<file path="src/hw/rtl/kwsm_pkg.sv">
package kwsm_pkg;

  // table geometry
  localparam int MAX_KEYWORDS    = 16;
  localparam int MAX_KEYWORD_LEN = 32;

  // index and count widths
  localparam int KW_IDX_W   = (MAX_KEYWORDS > 1) ? $clog2(MAX_KEYWORDS) : 1;
  localparam int KW_CNT_W   = $clog2(MAX_KEYWORDS + 1);
  localparam int CHAR_IDX_W = (MAX_KEYWORD_LEN > 1) ? $clog2(MAX_KEYWORD_LEN) : 1;
  localparam int LEN_W      = $clog2(MAX_KEYWORD_LEN + 1);

  // item opcodes
  localparam logic [1:0] OP_CHAR = 2'd0;
  localparam logic [1:0] OP_LEN  = 2'd1;
  localparam logic [1:0] OP_TEXT = 2'd2;

  typedef logic [MAX_KEYWORD_LEN-1:0][7:0] char_row_t;
  typedef logic [MAX_KEYWORD_LEN-1:0]      prefix_t;

  // result of one keyword row update
  typedef struct packed {
    prefix_t vec;
    logic    upd;
    logic    hit;
  } row_res_t;

endpackage

</file>
<file path="src/hw/rtl/kwsm_row_unit.sv">
module kwsm_row_unit (
  input  kwsm_pkg::char_row_t        row,
  input  logic [7:0]                 text_byte,
  input  logic [kwsm_pkg::LEN_W-1:0] len,
  input  kwsm_pkg::prefix_t          vec_in,
  output kwsm_pkg::row_res_t         res
);

  kwsm_pkg::prefix_t                match;
  kwsm_pkg::prefix_t                shifted;
  logic [kwsm_pkg::CHAR_IDX_W-1:0]  tail;

  // compare the text byte against every character of the row, masked by length
  always_comb begin
    for (int j = 0; j < kwsm_pkg::MAX_KEYWORD_LEN; j++) begin
      match[j] = (row[j] == text_byte) && (j < int'(len));
    end
    shifted = (vec_in << 1) | kwsm_pkg::prefix_t'(1);
    tail    = kwsm_pkg::CHAR_IDX_W'(len - 1'b1);
    res.vec = shifted & match;
    res.upd = (len != '0);
    // empty keyword always hits
    res.hit = !res.upd || res.vec[tail];
  end

endmodule

</file>
<file path="config.mk">
export PLATFORM = sky130hd
export DESIGN_NAME = kwsm_row_unit
export DESIGN_NICKNAME = d
export VERILOG_FILES = /design/src/hw/rtl/kwsm_pkg.sv /design/src/hw/rtl/kwsm_row_unit.sv
export SDC_FILE = /design/constraint.sdc
export NUM_CORES = 1
export LEC_CHECK = 0
export ABC_AREA = 1
export BUFFER_PORTS_ARGS = -buffer_cell sky130_fd_sc_hd__buf_2
export CORE_MARGIN = 2
export CORE_UTILIZATION = 30
export DETAILED_ROUTE_END_ITERATION = 8
export MAX_ROUTING_LAYER = met4
export SLEW_MARGIN = 10
export SYNTH_ARGS = -nofsm -noshare
export SYNTH_HDL_FRONTEND = slang
export SYNTH_SLANG_ARGS = --single-unit
</file>
<file path="constraint.sdc">
create_clock -name vclk -period 5.9
set_clock_uncertainty 0.05 [all_clocks]
set_input_delay 1.18 -clock vclk [all_inputs]
set_output_delay 1.18 -clock vclk [all_outputs]
set_load 0.02 [all_outputs]
</file>
After elaboration in Yosys (flattened, before gate mapping)
Cells that the tools add are included.

Register bits: 0. Input bits: 302. Output and inout bits: 34. Word-level logic and storage cells: 104.

Add/subtract/negate cells: 1. Order comparisons: 33. Eq/ne operators: 32. Multiplexer cells: 2. Bitwise gates (word level): 1. Reduce and logical (&&, ||, !) cells: 35.

Operators by type and width (number): equality test 8 bit (32); less-than comparator 5 x 6 -> 1 bit (first input constant) (16); less-than comparator 4 x 6 -> 1 bit (first input constant) (8); AND 32 bit (1); logical AND 1 bit (32); less-than comparator 3 x 6 -> 1 bit (first input constant) (4); less-than comparator 1 x 6 -> 1 bit (first input constant) (2); less-than comparator 2 x 6 -> 1 bit (first input constant) (2); less-than comparator 5 x 6 -> 1 bit (second input constant) (1); nonzero test 6 bit (1); binary-select mux 1 bit (select 5 bit) (1); subtractor 5 x 1 -> 5 bit (second input constant) (1); logical NOT 1 bit (1); logical OR 1 bit (1); 2-to-1 mux 1 bit (1).

Depth between registers and ports, before layout
Gate-level depths: netlist of run 1.

Depth after elaboration: 6. Gate-level depth with buffers: 16. Depth with buffers taken out: 15.

Worst setup path before layout of run 1
OpenSTA, ideal clock, no wires.

Path type: in2out. Start: input port len[0] (netlist name). End: output port res[18] (netlist name). Data arrival time: 2.887 ns. Required time: 4.670 ns. Slack: 1.783 ns. Stages: 9. Path buffers: 2. Path through: inv_1 -> clkbuf_1 -> ha_1 -> clkbuf_1 -> nand2_1 -> nor2_1 -> nor2_1 -> nand2_1 -> nor4b_1.

RTL lines: start: declaration (RTL line kwsm_row_unit.sv:4) `input logic [kwsm_pkg::LEN_W-1:0] len,`; end: declaration (RTL line kwsm_row_unit.sv:6) `output kwsm_pkg::row_res_t res`.

==> results of run 1 <==
-- worst max-delay path: stages --
cell,delay (ns)
buf_2,0.22
inv_1,0.36
buf_4,0.23
ha_1,0.39
nand2_1,0.14
nor2_1,0.26
nor2_1,0.08
nand2_1,0.08
nand2_1,0.07
nand3_1,0.09
nand3_1,0.07
nand3_1,0.08
nand2_1,0.05
nand2_1,0.05
nand3_1,0.08
buf_2,0.18
-- worst min-delay path by stage --
stage	start	end	depth (start not counted)
floorplan	vec_in[12]	res[15]	2
global placement	vec_in[12]	res[15]	4
detailed placement	vec_in[12]	res[15]	4
CTS	vec_in[12]	res[15]	4
global route	vec_in[12]	res[15]	4
finish	vec_in[12]	res[15]	4
-- cell families after synthesis --
kind of cell	after synthesis
xor gates and xnor gates	59
buffers and inverters	272
adders and majority gates	4
and+or+nand+nor	961
AOI/OAI and AO/OA	56
-- power groups by stage --
stage                        clock, mW  combinational [mW]  sequential, mW
after detailed placement             0               0.521               0
after CTS                            0               0.524               0
after floorplan                      0               0.314               0
after global placement               0               0.517               0
after global routing      0.0000000453               0.589               0
final                     0.0000000454               0.525               0
-- per-stage QoR --
| stage | setup WS (ns) | area [um2] | utilization (%) | power, mW | cells |
|---|---|---|---|---|---|
| 3_5_place_dp | 1.06 | 7720 | 39.7 | 0.521 | 1911 |
| 4_1_cts | 1.05 | 7720 | 39.7 | 0.524 | 1911 |
| 3_3_place_gp | 1.11 | 7720 | 39.7 | 0.517 | 1911 |
| 2_1_floorplan | 1.78 | 5950 | - | 0.314 | 1352 |
| 6_report | 1.04 | 7720 | 39.7 | 0.525 | 1913 |
| 5_1_grt | 0.775 | 7720 | 39.7 | 0.589 | 1913 |
-- cells in the final DEF, fill, tap and decap left out, drive strengths merged, types with 2 or more instances in the layout --
cell and count:
nor4 10, nor4b 2, inv 219, nand2 606, nor2 192, a21oi 2
xnor2 42, diode 2, o21ai 46, or2 11, buf 346, nand4 20
xor2 17, nand3b 10, nand3 97, nor3 9, ha 4, a2111oi 2
-- metal layers --
layer  vias to the layer above  wire [um]
li1                       4659          -
met1                      3889      12700
met2                       383      13900
met3                        51       2150
met4                         0        703
met5                         -          0
-- final cells by class --
class / instances / area [um2] / area share (%)
antenna: 2 / 5.00 / 0.0648
timing repair buffer: 346 / 1760 / 22.8
tap: 265 / 332 / 4.29
multi-input combinational: 1080 / 4800 / 62.1
inverter: 220 / 831 / 10.8
==> results.yml, run 1 <==
die:
  rows: 51
  die_w_um: 145
  die_area_mm2: 0.0210
  coreArea_mm2: 0.0195
  io_pins: 336
  fp.dieH_um: 145
  initial_core_util_pct: 30.6
sta:
  period_share_pct: 82.4
  hold_ws_ns: 2.68
  report.final.hold_viol_count: 0
  fin_crit_ns: 4.86
  rsz0062_at_grt: "false"
  worstMarginPinSlew_ns: 0.767
  setup_viol: 0
  max_freq_ghz: 0.206
  setup_tns_ns: 0
  slew_headroom_pct: 48.8
  drv_slew: 0
finish:
  seq_cells: 0
  area_growth_pct: 29.9
  clkbuf_count: 0
  finish.net_count: 1954
  regArea_um2: 0
  fillCellCount: 2335
  drive_gt1_share_pct: 22.4
clock_tree:
  hold_buffers: 0
  cts_resized: 0
  post_cts_buffers: 0
power:
  power.density_mw_per_mm2: 68.0
  combPwrFrac_pct: 100.0
  pwr-share-seq_pct: 0
  p_int_mw: 0.207
  p_sw_mw: 0.319
  clock_power_share_pct: 0
  leakage_nw: 5.14
  ir_drop_v: 0.0000621
  swShare_pct: 60.6
critical_path:
  startpoint_type: "input pin"
  endpoint: "res[0]"
  path_max_fanout: 17
  critPathKind: "input pin to output port"
  required_ns: 4.67
  crit_start: "len[0]"
  cp.arrival_ns: 3.63
  end_kind: "output port"
placement:
  gp_congestion: 0.920
  dpl.hpwl_um: 22900
  io_buffers: 335
synth:
  yosysTopAreaCellShare_pct: 38.2
  synthSimpleGateAreaFrac_pct: 66.0
  synth-adder-area-share_pct: 0.841
  synth_top_family_by_area: "simple AND/OR/NAND/NOR gates"
  synth_warnings: 0
  syn-num-nets: 1658
  postSynthCellCount: 1352
  synthesis.area_mm2: 0.00595
  post_synth_xor_area_fraction_pct: 8.69
  avgSynthCellArea_um2: 4.40
  synth_common_cells: "nand2_1, inv_1, nor2_1, nand3_1, xnor2_1"
  synth_seq_area_share_pct: 0
  ys_types: 38
  yosysTopAreaCell: "nand2_1"
  synthMuxAreaShare_pct: 0
  yosysMostFrequentCell: "nand2_1"
  synth-compound-area-share_pct: 5.15
  yosys-top-cells-area: "nand2_1, inv_1, nor2_1"
flow_run:
  maxCapViolCount: 0
route:
  drt_iter0_drc: 459
  drt_pass1_iterations: 5
  routed_via_density: 4.70
  wl_per_cell_um: 15.4
  ant_nets: 0
  wl_um: 29500
  vias: 8982
  drc_errors: 0
global_routing:
  busiest_layer: "met2"
  met3_usage_pct: 1.58
  grt_pass1_wl_um: 42400
  grt_pass1_vias: 8020
  grtUsageTotal_pct: 27.0
  use_met1_pct: 34.5
  grt_max_degree: 37
  grt_use_met2_pct: 47.3
  antenna_found_initial: 2
  grt-ovfl-total: 0
run_status:
  status: "finished, final reports clean"
min_path:
  hp-class: "input pin to output port"
(Power assumes the default switching activity.)
==> inputs of run 2 (changes only) <==
==> constraint.sdc (replaced) <==
create_clock -name vclk -period 4
set_clock_uncertainty 0.05 [all_clocks]
set_input_delay 0.8 -clock vclk [all_inputs]
set_output_delay 0.8 -clock vclk [all_outputs]
set_load 0.02 [all_outputs]
==> run 2 against run 1 <==
Against the previous run:
- cell count is 0.94% higher
- global-route usage increased by 0.32 points
- wire length rose by 1.1%
- flip-flop and latch count is the same
- worst hold slack got worse by 0.77 ns
- count of clock-buffer cells in the layout is the same
- critical path depth fell by 1
- largest cell class unchanged
- largest power group unchanged
==> results.yml, run 2 (synthesis results as in run 1) <==
global_routing:
  grt_max_degree: 37
  grt_pass1_wl_um: 43000
  grtUsageTotal_pct: 27.4
  antenna_found_initial: 1
  grt-ovfl-total: 0
  grt_pass1_vias: 8282
sta:
  setup_tns_ns: 0
  max_freq_ghz: 0.268
  period_share_pct: 93.2
  report.final.hold_viol_count: 0
  worstMarginPinSlew_ns: 0.494
  drv_slew: 0
  slew_headroom_pct: 67.0
  rsz0062_at_grt: "false"
  worst_slack_ns: 0.272
  fin_crit_ns: 3.73
  setup_viol: 0
placement:
  gp_congestion: 0.922
  dpl.hpwl_um: 24000
  dpl_worst_slack_ns: 0.271
  io_buffers: 335
  dp_cells: 1930
route:
  wl_um: 29800
  vias: 9092
  ant_nets: 0
  wl_per_cell_um: 15.4
  drt_iter0_drc: 483
  routed_via_density: 4.71
  drt_pass1_iterations: 5
  drc_errors: 0
critical_path:
  endpoint: "res[0]"
  required_ns: 3.15
  path_max_fanout: 8
  cp_top_family: "simple AND/OR/NAND/NOR gates"
  startpoint_type: "input pin"
  crit_start: "len[1]"
  cp_cell_sequence: "buf_2 -> inv_1 -> ha_1 -> nand2_1 -> nor2_1 -> nor2_1 -> nand2_1 -> nand2_1 -> nand3_1 -> nand3_1 -> nand3_1 -> nand2_1 -> nand2_1 -> nand3_1 -> buf_2"
  slowest_stage: "ha_1"
  cp.arrival_ns: 2.88
  slowest_delay_ns: 0.46
  critPathKind: "input pin to output port"
  end_kind: "output port"
  crit_path_frequent_cell: "nand2_1"
  critical_path_depth: 15
  worst-path-buf-inv: 3
clock_tree:
  post_cts_buffers: 0
  cts_resized: 0
  hold_buffers: 0
die:
  initial_core_util_pct: 30.6
  fp.dieH_um: 145
  die_area_mm2: 0.0210
  coreArea_mm2: 0.0195
  rows: 51
  io_pins: 336
  die_w_um: 145
finish:
  fillCellCount: 2316
  final_cell_mix: "nand2_1, buf_2, inv_1"
  final_cells: 1931
  drive_gt1_share_pct: 23.2
  finish.net_count: 1973
  final_common_cell: "nand2_1"
  seq_cells: 0
  regArea_um2: 0
  final_util_pct: 40.8
  clkbuf_count: 0
  area_growth_pct: 33.5
power:
  leakage_nw: 5.26
  power.density_mw_per_mm2: 102
  totalPowerFinal_mw: 0.807
  ir_drop_v: 0.0000647
min_path:
  hp-class: "input pin to output port"
flow_run:
  maxCapViolCount: 0
run_status:
  status: "finished, final reports clean"
-- run 2: final cells by class --
type	instances	area [um2]	area share [%]
inverter	220	831	10.5
multi-input combinational	1080	4800	60.4
antenna	1	2.50	0.0315
tap	265	332	4.18
timing repair buffer	365	1980	24.9
-- run 2: per-layer routing --
metal / track usage [%] / part of all wire, % / vias up
li1: - / - / 4693
met1: 34.3 / 42 / 3956
met2: 47.6 / 47 / 391
met3: 2.57 / 8.0 / 52
met4: 6.29 / 2.4 / 0
met5: - / 0 / -
-- run 2: how the worst min path moves through the flow --
| stage | cells past startpoint | from | slack (ns) | to |
|---|---|---|---|---|
| floorplan | 2 | vec_in[12] | 1.70 | res[15] |
| global placement | 4 | vec_in[12] | 1.92 | res[15] |
| detailed placement | 4 | vec_in[12] | 1.92 | res[15] |
| CTS | 4 | vec_in[12] | 1.92 | res[15] |
| global route | 4 | vec_in[12] | 1.93 | res[15] |
| finish | 4 | vec_in[12] | 1.91 | res[15] |
-- run 2: power by group --
part / switching (mW) / internal (mW) / total (mW)
logic: 0.481 / 0.326 / 0.807
clock network: 0 / 0.0000000334 / 0.0000000334
registers: 0 / 0 / 0
-- run 2: through the flow --
| step | cell area (um2) | hold slack (ns) |
|---|---|---|
| 3_3_place_gp | 7940 | 1.92 |
| 3_5_place_dp | 7940 | 1.92 |
| 2_1_floorplan | 5950 | 1.70 |
| 4_1_cts | 7940 | 1.92 |
| 6_report | 7940 | 1.91 |
| 5_1_grt | 7940 | 1.93 |
